### src/rtl/core/sqsw_pkg.sv
// shared types, constants and helpers for the square sweep channel control
`timescale 1ns / 1ps
package sqsw_pkg;

  localparam int unsigned ADDR_W = 5;
  localparam int unsigned DATA_W = 32;

  localparam logic [11:0] FREQ_MAX   = 12'd2047;
  localparam logic [11:0] FREQ_SPAN  = 12'd2048;
  localparam logic [6:0]  LEN_FULL   = 7'd64;
  localparam logic [6:0]  LEN_SHORT  = 7'd63;
  localparam logic [3:0]  VOL_MAX    = 4'd15;
  localparam logic [3:0]  PERIOD_MAX = 4'd8;

  typedef enum logic [2:0] {
    FUNC_TRIGGER  = 3'd0,
    FUNC_LENGTH   = 3'd1,
    FUNC_ENVELOPE = 3'd2,
    FUNC_SWEEP    = 3'd3,
    FUNC_SAMPLE   = 3'd4
  } func_t;

  typedef enum logic [2:0] {
    REG_SWEEP_PACE      = 3'd0,
    REG_SWEEP_SHIFT     = 3'd1,
    REG_SWEEP_NEGATE    = 3'd2,
    REG_DUTY_SELECT     = 3'd3,
    REG_START_VOLUME    = 3'd4,
    REG_ENVELOPE_UP     = 3'd5,
    REG_ENVELOPE_PERIOD = 3'd6,
    REG_LENGTH_EN       = 3'd7
  } reg_idx_t;

  typedef struct packed {
    logic [2:0] sweep_pace;
    logic [2:0] sweep_shift;
    logic       sweep_negate;
    logic [1:0] duty_select;
    logic [3:0] start_volume;
    logic       envelope_up;
    logic [2:0] envelope_period;
    logic       length_en;
  } cfg_t;

  typedef struct packed {
    logic [2:0]  func;
    logic [10:0] freq;
    logic        next_not_length_step;
    logic        next_is_envelope_step;
    logic [2:0]  duty_position;
  } event_t;

  typedef struct packed {
    logic signed [4:0] sample;
    logic              channel_on;
    logic [10:0]       freq;
    logic [13:0]       timer_period;
    logic [3:0]        volume;
  } result_t;

  function automatic logic [7:0] duty_pattern(input logic [1:0] sel);
    logic [7:0] pat;
    case (sel)
      2'd0: pat = 8'h01;
      2'd1: pat = 8'h81;
      2'd2: pat = 8'h87;
      2'd3: pat = 8'h7E;
      default: pat = 8'h01;
    endcase
    return pat;
  endfunction

  function automatic logic [3:0] period_of(input logic [2:0] p);
    return (p == 3'd0) ? PERIOD_MAX : {1'b0, p};
  endfunction

  // 12-bit result, bit 11 set means above the frequency range
  function automatic logic [11:0] sweep_calc(input logic [10:0] shadow,
                                             input logic [2:0]  shift,
                                             input logic        negate);
    logic [10:0] step;
    step = shadow >> shift;
    return negate ? ({1'b0, shadow} - {1'b0, step}) : ({1'b0, shadow} + {1'b0, step});
  endfunction

endpackage

### src/rtl/core/sqsw_regs.sv
// configuration register file behind the apb-style port
`timescale 1ns / 1ps
module sqsw_regs (
  input  logic                          clk,
  input  logic                          rst,
  input  logic                          psel,
  input  logic                          penable,
  input  logic                          pwrite,
  input  logic [sqsw_pkg::ADDR_W-1:0]   paddr,
  input  logic [sqsw_pkg::DATA_W-1:0]   pwdata,
  output logic [sqsw_pkg::DATA_W-1:0]   prdata,
  output logic                          pready,
  output sqsw_pkg::cfg_t                cfg
);
  import sqsw_pkg::*;

  logic     wr;
  reg_idx_t idx;

  assign pready = 1'b1;
  assign wr     = psel && penable && pwrite && pready;
  assign idx    = reg_idx_t'(paddr[ADDR_W-1:2]);

  always_ff @(posedge clk) begin
    if (rst) begin
      cfg <= '0;
    end else if (wr) begin
      case (idx)
        REG_SWEEP_PACE:      cfg.sweep_pace      <= pwdata[2:0];
        REG_SWEEP_SHIFT:     cfg.sweep_shift     <= pwdata[2:0];
        REG_SWEEP_NEGATE:    cfg.sweep_negate    <= pwdata[0];
        REG_DUTY_SELECT:     cfg.duty_select     <= pwdata[1:0];
        REG_START_VOLUME:    cfg.start_volume    <= pwdata[3:0];
        REG_ENVELOPE_UP:     cfg.envelope_up     <= pwdata[0];
        REG_ENVELOPE_PERIOD: cfg.envelope_period <= pwdata[2:0];
        REG_LENGTH_EN:       cfg.length_en       <= pwdata[0];
        default: ;
      endcase
    end
  end

  always_comb begin
    prdata = '0;
    case (idx)
      REG_SWEEP_PACE:      prdata[2:0] = cfg.sweep_pace;
      REG_SWEEP_SHIFT:     prdata[2:0] = cfg.sweep_shift;
      REG_SWEEP_NEGATE:    prdata[0]   = cfg.sweep_negate;
      REG_DUTY_SELECT:     prdata[1:0] = cfg.duty_select;
      REG_START_VOLUME:    prdata[3:0] = cfg.start_volume;
      REG_ENVELOPE_UP:     prdata[0]   = cfg.envelope_up;
      REG_ENVELOPE_PERIOD: prdata[2:0] = cfg.envelope_period;
      REG_LENGTH_EN:       prdata[0]   = cfg.length_en;
      default:             prdata      = '0;
    endcase
  end

endmodule

### src/rtl/core/sqsw_chan.sv
// channel state and the single-pass update that forms each result
`timescale 1ns / 1ps
module sqsw_chan (
  input  logic              clk,
  input  logic              rst,
  input  logic              upd,
  input  sqsw_pkg::event_t  ev,
  input  sqsw_pkg::cfg_t    cfg,
  output sqsw_pkg::result_t res
);
  import sqsw_pkg::*;

  logic        enabled, enabled_next;
  logic [6:0]  length_left, length_left_next;
  logic [3:0]  volume, volume_next;
  logic [3:0]  envelope_timer, envelope_timer_next;
  logic        envelope_stopped, envelope_stopped_next;
  logic [3:0]  sweep_cnt, sweep_cnt_next;
  logic [10:0] shadow_freq, shadow_freq_next;
  logic        sweep_active, sweep_active_next;
  logic [10:0] current_freq, current_freq_next;

  logic [11:0] calc_trig, calc_cur, calc_second, span;
  logic [7:0]  pat;
  logic        high;

  assign calc_trig   = sweep_calc(ev.freq, cfg.sweep_shift, cfg.sweep_negate);
  assign calc_cur    = sweep_calc(shadow_freq, cfg.sweep_shift, cfg.sweep_negate);
  assign calc_second = sweep_calc(calc_cur[10:0], cfg.sweep_shift, cfg.sweep_negate);

  always_comb begin
    enabled_next          = enabled;
    length_left_next      = length_left;
    volume_next           = volume;
    envelope_timer_next   = envelope_timer;
    envelope_stopped_next = envelope_stopped;
    sweep_cnt_next        = sweep_cnt;
    shadow_freq_next      = shadow_freq;
    sweep_active_next     = sweep_active;
    current_freq_next     = current_freq;
    case (ev.func)
      FUNC_TRIGGER: begin
        enabled_next = 1'b1;
        if (length_left == 7'd0) begin
          length_left_next = (cfg.length_en && ev.next_not_length_step) ?
                             LEN_SHORT : LEN_FULL;
        end
        envelope_stopped_next = 1'b0;
        envelope_timer_next   = period_of(cfg.envelope_period) +
                                {3'd0, ev.next_is_envelope_step};
        volume_next           = cfg.start_volume;
        current_freq_next     = ev.freq;
        sweep_cnt_next        = period_of(cfg.sweep_pace);
        shadow_freq_next      = ev.freq;
        sweep_active_next     = (cfg.sweep_pace != 3'd0) || (cfg.sweep_shift != 3'd0);
        if (cfg.sweep_shift != 3'd0 && calc_trig > FREQ_MAX) begin
          enabled_next = 1'b0;
        end
        // dac off
        if (cfg.start_volume == 4'd0 && !cfg.envelope_up) begin
          enabled_next = 1'b0;
        end
      end
      FUNC_LENGTH: begin
        if (cfg.length_en && length_left != 7'd0) begin
          length_left_next = length_left - 7'd1;
          if (length_left == 7'd1) begin
            enabled_next = 1'b0;
          end
        end
      end
      FUNC_ENVELOPE: begin
        if (!envelope_stopped) begin
          if (envelope_timer > 4'd1) begin
            envelope_timer_next = envelope_timer - 4'd1;
          end else begin
            envelope_timer_next = period_of(cfg.envelope_period);
            if (cfg.envelope_period != 3'd0) begin
              if (cfg.envelope_up) begin
                if (volume < VOL_MAX) volume_next = volume + 4'd1;
                else envelope_stopped_next = 1'b1;
              end else begin
                if (volume != 4'd0) volume_next = volume - 4'd1;
                else envelope_stopped_next = 1'b1;
              end
            end
          end
        end
      end
      FUNC_SWEEP: begin
        if (sweep_active && enabled) begin
          if (sweep_cnt > 4'd1) begin
            sweep_cnt_next = sweep_cnt - 4'd1;
          end else begin
            sweep_cnt_next = period_of(cfg.sweep_pace);
            if (cfg.sweep_pace != 3'd0) begin
              if (calc_cur > FREQ_MAX) begin
                enabled_next = 1'b0;
              end else if (cfg.sweep_shift != 3'd0) begin
                shadow_freq_next  = calc_cur[10:0];
                current_freq_next = calc_cur[10:0];
                // second overflow check on the new shadow value
                if (calc_second > FREQ_MAX) begin
                  enabled_next = 1'b0;
                end
              end
            end
          end
        end
      end
      default: ;
    endcase
  end

  assign pat  = duty_pattern(cfg.duty_select);
  assign high = pat[3'd7 - ev.duty_position];
  assign span = FREQ_SPAN - {1'b0, current_freq_next};

  always_comb begin
    res.sample       = high ? $signed({1'b0, volume_next}) : $signed(5'd0 - {1'b0, volume_next});
    res.channel_on   = enabled_next;
    res.freq         = current_freq_next;
    res.timer_period = {span, 2'b00};
    res.volume       = volume_next;
  end

  always_ff @(posedge clk) begin
    if (rst) begin
      enabled          <= 1'b0;
      length_left      <= '0;
      volume           <= '0;
      envelope_timer   <= '0;
      envelope_stopped <= 1'b0;
      sweep_cnt        <= '0;
      shadow_freq      <= '0;
      sweep_active     <= 1'b0;
      current_freq     <= '0;
    end else if (upd) begin
      enabled          <= enabled_next;
      length_left      <= length_left_next;
      volume           <= volume_next;
      envelope_timer   <= envelope_timer_next;
      envelope_stopped <= envelope_stopped_next;
      sweep_cnt        <= sweep_cnt_next;
      shadow_freq      <= shadow_freq_next;
      sweep_active     <= sweep_active_next;
      current_freq     <= current_freq_next;
    end
  end

`ifndef NO_ASSERTIONS
  a_dac_off: assert property (@(posedge clk) disable iff (rst)
    upd && ev.func == FUNC_TRIGGER && cfg.start_volume == 4'd0 && !cfg.envelope_up
    |=> !enabled)
    else $error("trigger with dac off left channel enabled");

  a_length_end: assert property (@(posedge clk) disable iff (rst)
    upd && ev.func == FUNC_LENGTH && cfg.length_en && length_left == 7'd1
    |=> !enabled && length_left == 7'd0)
    else $error("length expiry did not stop channel");

  a_sweep_idle: assert property (@(posedge clk) disable iff (rst)
    upd && ev.func == FUNC_SWEEP && !(sweep_active && enabled)
    |=> $stable(shadow_freq) && $stable(current_freq) && $stable(sweep_cnt))
    else $error("sweep tick changed state while sweep off");
`endif

endmodule

### src/rtl/core/square_sweep_channel_control.sv
// top level: event register, channel update, result register and config port
`timescale 1ns / 1ps
// Control part of a square-wave sound channel with frequency sweep. Each event
// item (trigger, length tick, envelope tick, sweep tick or sample request) gives
// exactly one result item: the signed duty sample, the enable flag, the current
// frequency, the frequency timer period and the volume, all after the event's
// update. An accepted item is held in the event register; the single update pass
// moves it into the result register once that one is empty or being taken, and
// the result is offered from there. One item can be taken every cycle while
// results are drained; a result that is not taken holds the event register, and
// event_ready drops once that register is full too, so at most two items are in
// flight. Configuration registers sit at byte addresses 4*i and must be written
// only while no item is in flight; this binds the user, the block does not enforce it.
module square_sweep_channel_control (
  input  logic                          clk,
  input  logic                          rst,
  input  logic                          psel,
  input  logic                          penable,
  input  logic                          pwrite,
  input  logic [sqsw_pkg::ADDR_W-1:0]   paddr,
  input  logic [sqsw_pkg::DATA_W-1:0]   pwdata,
  output logic [sqsw_pkg::DATA_W-1:0]   prdata,
  output logic                          pready,
  input  logic                          event_valid,
  output logic                          event_ready,
  input  logic [2:0]                    func,
  input  logic [10:0]                   freq_in,
  input  logic                          next_not_length_step,
  input  logic                          next_is_envelope_step,
  input  logic [2:0]                    duty_position,
  output logic                          result_valid,
  input  logic                          result_ready,
  output logic signed [4:0]             sample_out,
  output logic                          channel_on,
  output logic [10:0]                   freq_out,
  output logic [13:0]                   timer_period,
  output logic [3:0]                    volume_out
);
  import sqsw_pkg::*;

  cfg_t    cfg;
  event_t  ev;
  result_t res;
  result_t res_q;
  logic    ev_valid;
  logic    move;

  sqsw_regs u_regs (
    .clk     (clk),
    .rst     (rst),
    .psel    (psel),
    .penable (penable),
    .pwrite  (pwrite),
    .paddr   (paddr),
    .pwdata  (pwdata),
    .prdata  (prdata),
    .pready  (pready),
    .cfg     (cfg)
  );

  assign move        = ev_valid && (!result_valid || result_ready);
  assign event_ready = !ev_valid || move;

  always_ff @(posedge clk) begin
    if (rst) begin
      ev_valid <= 1'b0;
    end else if (event_ready) begin
      ev_valid <= event_valid;
    end
  end

  always_ff @(posedge clk) begin
    if (event_valid && event_ready) begin
      ev.func                  <= func;
      ev.freq                  <= freq_in;
      ev.next_not_length_step  <= next_not_length_step;
      ev.next_is_envelope_step <= next_is_envelope_step;
      ev.duty_position         <= duty_position;
    end
  end

  sqsw_chan u_chan (
    .clk (clk),
    .rst (rst),
    .upd (move),
    .ev  (ev),
    .cfg (cfg),
    .res (res)
  );

  always_ff @(posedge clk) begin
    if (rst) begin
      result_valid <= 1'b0;
    end else if (move) begin
      result_valid <= 1'b1;
    end else if (result_ready) begin
      result_valid <= 1'b0;
    end
  end

  always_ff @(posedge clk) begin
    if (move) begin
      res_q <= res;
    end
  end

  assign sample_out   = res_q.sample;
  assign channel_on   = res_q.channel_on;
  assign freq_out     = res_q.freq;
  assign timer_period = res_q.timer_period;
  assign volume_out   = res_q.volume;

endmodule
### config.mk
export PLATFORM = sky130hd
export DESIGN_NAME = square_sweep_channel_control
export DESIGN_NICKNAME = d
export VERILOG_FILES = /design/src/rtl/core/sqsw_pkg.sv /design/src/rtl/core/sqsw_regs.sv /design/src/rtl/core/sqsw_chan.sv /design/src/rtl/core/square_sweep_channel_control.sv
export SDC_FILE = /design/constraint.sdc
export NUM_CORES = 1
export LEC_CHECK = 0
export ABC_CLOCK_PERIOD_IN_PS = 9000
export BUFFER_PORTS_ARGS = -buffer_cell sky130_fd_sc_hd__buf_4
export CAP_MARGIN = 20
export CORE_MARGIN = 2
export CORE_UTILIZATION = 31
export CTS_BUF_LIST = sky130_fd_sc_hd__clkbuf_8
export DETAILED_ROUTE_END_ITERATION = 12
export GPL_TIMING_DRIVEN = 0
export SETUP_SLACK_MARGIN = 0.02
export SYNTH_ARGS = -nofsm -noshare
export SYNTH_HDL_FRONTEND = slang
export SYNTH_SLANG_ARGS = --single-unit
### constraint.sdc
create_clock -name clk -period 9 [get_ports clk]
set_clock_uncertainty 0.15 [all_clocks]
set_input_delay 0.9 -clock clk [delete_from_list [all_inputs] [get_ports clk]]
set_output_delay 0.9 -clock clk [all_outputs]
set_load 0.05 [all_outputs]
==> results.py <==
metrics = {
    "clock_network": {
        "post_cts_resized": 0,
        "cts_tree": "done",
        "htreeDepth": 4,
        "post-cts-setup-buffers": 0,
        "hold_buffers": 0,
        "clockBufferDepth": 2,
        "clk_latency_ns": 0.44,
        "clk_pin_slew_ns": 0.08,
        "cts_buffers": 17,
        "clock_sinks": 114,
        "clock-root-buffer": "clkbuf_8",
    },
    "detailed_routing": {
        "routed-via-count": 8272,
        "routed_wl_mm": 25.66,
        "drt_iter0_markers": 740,
        "dr.pass1.iters": 5,
        "wl_per_cell_um": 16.39,
        "drcViolationCount": 0,
        "via_per_inst": 5.286,
        "drtAntennaViolNets": 0,
    },
    "placed_design": {
        "dp_hpwl_mm": 19.59,
        "io_buffers": 68,
        "place_congestion": 0.9217,
    },
    "floorplanning": {
        "rows": 61,
        "io_pins": 133,
        "core_area_mm2": 0.02786,
        "die_w_um": 172.3,
        "die_y_um": 172.3,
        "start_util": 0.3150,
        "dieArea_mm2": 0.02967,
    },
    "setup_path": {
        "r2r.worst_path.cells": 29,
        "setup.worst_path.start": "u_regs.cfg[12]",
        "cpMaxStageDelayCell": "clkbuf_1",
        "critPathKind": "flip-flop to flip-flop",
        "endpoint": "channel_on",
        "worstPathMaxFanout": 10,
        "max_stage_delay_ns": 0.62,
        "r2r-end": "channel_on",
        "critical_path_arrival_ns": 8.59,
        "required_ns": 9.12,
        "cp-start-kind": "flip-flop",
        "r2r_setup_slack_ns": 0.53,
        "end_kind": "flip-flop",
        "timing.rr.start": "u_regs.cfg[12]",
        "cpMostUsedCell": "ha_1",
    },
    "sta": {
        "fmax_mhz": 118.0,
        "setup_tns_ns": 0,
        "setup_viol": 0,
        "rsz0062_at_grt": "no",
        "whs_ns": 0.3309,
        "min_period_ns": 8.473,
        "fin_crit_sh": 0.9415,
        "timing.slew.headroom": 0.3256,
        "final-max-slew-violation-count": 0,
        "hold_viol": 0,
        "worstMarginPinSlew_ns": 1.004,
    },
    "power_and_ir_drop": {
        "power_density_mw_per_mm2": 174.0,
        "p_leak_uw": 0.004117,
        "peakVddDrop_v": 0.00009382,
    },
    "global_route": {
        "antenna_found_initial": 0,
        "grt_pass1_vias": 7399,
        "overflow": 0,
        "grt_pass1_wl_mm": 40.04,
        "groute.usage.overall": 0.1732,
        "grt_start_max_net_pins": 33,
    },
    "final_layout": {
        "antenna_cells": 0,
        "fin_util": 0.3707,
        "fin_nets": 1291,
        "drive_above_1_share": 0.1491,
        "syn2layout_area_growth_pct": 17.68,
        "fillCellCount": 2883,
    },
    "synth": {
        "syn_inst": 1057,
        "netlist_top_cells_area": "edfxtp_1 (17%), dfxtp_1 (15%), ha_1 (7.6%)",
        "ys_warn_count": 0,
        "ys.flop_type": "dfxtp_1",
        "ys_seq_area_frac": 0.3171,
        "ys_types": 77,
        "synth_area_mm2": 0.008776,
        "yosysTopAreaCellShare": 0.1711,
        "syn_avg_cell_area_um2": 8.303,
        "synth_top_cell_by_area": "edfxtp_1",
        "synth_seq_cells": 114,
        "synth_edf_count": 50,
        "synthArstFlopShare": 0,
    },
    "run": {
        "drv_cap": 0,
    },
    "hold_path": {
        "hp-class": "flip-flop to flip-flop",
    },
    "run_status": {
        "status": "finished, final reports clean",
    },
}
[cells in the mapped netlist (7+ instances only)]
master / n
buf_4: 34
nand2_1: 89
o21ai_1: 7
o22ai_1: 8
clkbuf_1: 45
a21o_1: 9
ha_1: 53
edfxtp_1: 50
o21ai_0: 69
xor2_1: 18
a22oi_1: 11
and3_1: 15
a31oi_1: 17
nor2_1: 152
nand3_1: 12
nor2b_1: 9
mux4_2: 10
a211oi_1: 21
a21oi_1: 77
dfxtp_1: 64
and2_1: 7
nor3_1: 29
mux2i_1: 39
inv_1: 47
xnor2_1: 28
[per-stage QoR]
step,instance area [µm²],total power (µW),instances,setup WS [ns]
global route,10330,1900,1565,0.02244
finish,10330,1797,1565,0.5266
global placement,9868,1263,1532,0.4878
CTS,10320,1800,1565,0.3356
detailed placement,9889,1273,1533,0.3613
floorplan,8885,1106,1086,2.223
[worst max-delay path, delay by kind of cell, from the launching register on]
family | cells | cell delay [ns]
fa+ha+maj | 4 | 1.00
simple gates | 2 | 0.71
buf+inv | 6 | 1.71
mux | 1 | 0.58
compound gates | 13 | 3.08
flops | 1 | 0.34
xor+xnor | 3 | 0.72
[cells by family (layout without fill, tap and decap cells)]
family,Yosys count,in the layout,synth area share
AO/OA/AOI/OAI,291,291,0.2169
XOR/XNOR,46,46,0.04591
adder cells (fa/ha/maj),55,55,0.07899
buffers and inverters,139,240,0.07627
flip-flops,114,114,0.3171
multiplexers,60,60,0.08426
other,2,31,0.0008558
AND/OR/NAND/NOR,350,350,0.1798
[state kept, by name, indices dropped and copies added, names as in the netlist, 4 cells and up]
register,cells
sample_out,5
u_chan.shadow_freq,11
u_chan.envelope_timer,4
u_regs.cfg,18
u_chan.current_freq,11
u_chan.length_left,7
ev,19
freq_out,11
timer_period,11
u_chan.volume,4
u_chan.sweep_cnt,4
[cells in the final DEF, fill, tap and decap left out, types with 5 or more instances in the layout]
| cell type | n |
|---|---|
| o21a_1 | 5 |
| a22oi_1 | 11 |
| xor2_1 | 18 |
| a221o_1 | 6 |
| a21o_1 | 9 |
| mux4_2 | 10 |
| o211ai_1 | 6 |
| nand3_1 | 12 |
| a211oi_1 | 20 |
| o21ai_1 | 7 |
| o31ai_1 | 6 |
| buf_4 | 102 |
| mux2_2 | 6 |
| clkbuf_8 | 17 |
| nand2_1 | 89 |
| nor2b_1 | 9 |
| mux2_1 | 5 |
| o22ai_1 | 8 |
| and2_1 | 7 |
| clkbuf_1 | 43 |
| o21ai_0 | 69 |
| a221oi_2 | 5 |
| xnor2_1 | 28 |
| a311oi_1 | 5 |
| edfxtp_1 | 50 |
| ha_1 | 53 |
| mux2i_1 | 39 |
| nor4_1 | 6 |
| a31oi_1 | 17 |
| a21oi_1 | 77 |
| nor3_1 | 29 |
| nor2_1 | 152 |
| inv_1 | 47 |
| and3_1 | 15 |
| conb_1 | 31 |
| or3_1 | 6 |
| dfxtp_1 | 64 |
[cell type report]
cell class                      instances  area, µm²  area share
Inverter                               50      187.7     0.01817
Multi-Input combinational cell        833       5438      0.5265
Tap cell                              378      473.0     0.04580
Sequential cell                       114       2783      0.2694
Buffer                                 89      484.2     0.04689
Clock inverter                         15      197.7     0.01914
Clock buffer                           17      234.0     0.02266
Timing Repair Buffer                   69      530.5     0.05137
[metal layers]
layer	wire length, µm	up-vias	global-route usage
li1	-	4007	-
met3	2028	42	0.02976
met2	11430	334	0.2665
met4	476	0	0.05152
met1	11720	3889	0.2477
met5	0	-	0
[power breakdown]
group / switching (µW) / leakage [µW] / internal [µW]
logic: 428 / 0.00290 / 257
clock network: 244 / 0.000212 / 282
registers: 19.9 / 0.00100 / 565
[worst min-delay path by stage]
| stage | slack [ns] | start | end | cells past startpoint |
|---|---|---|---|---|
| after CTS | 0.33 | u_chan.current_freq[2] | u_chan.current_freq[2] | 2 |
| after global routing | 0.36 | u_chan.sweep_active | u_chan.sweep_active | 2 |
| after global placement | 0.32 | u_chan.current_freq[2] | u_chan.current_freq[2] | 2 |
| after floorplan | 0.30 | u_chan.current_freq[2] | u_chan.current_freq[2] | 2 |
| after detailed placement | 0.32 | u_chan.current_freq[2] | u_chan.current_freq[2] | 2 |
| final | 0.33 | u_chan.current_freq[2] | u_chan.current_freq[2] | 2 |
No activity file was read; power rests on OpenSTA's default activity.
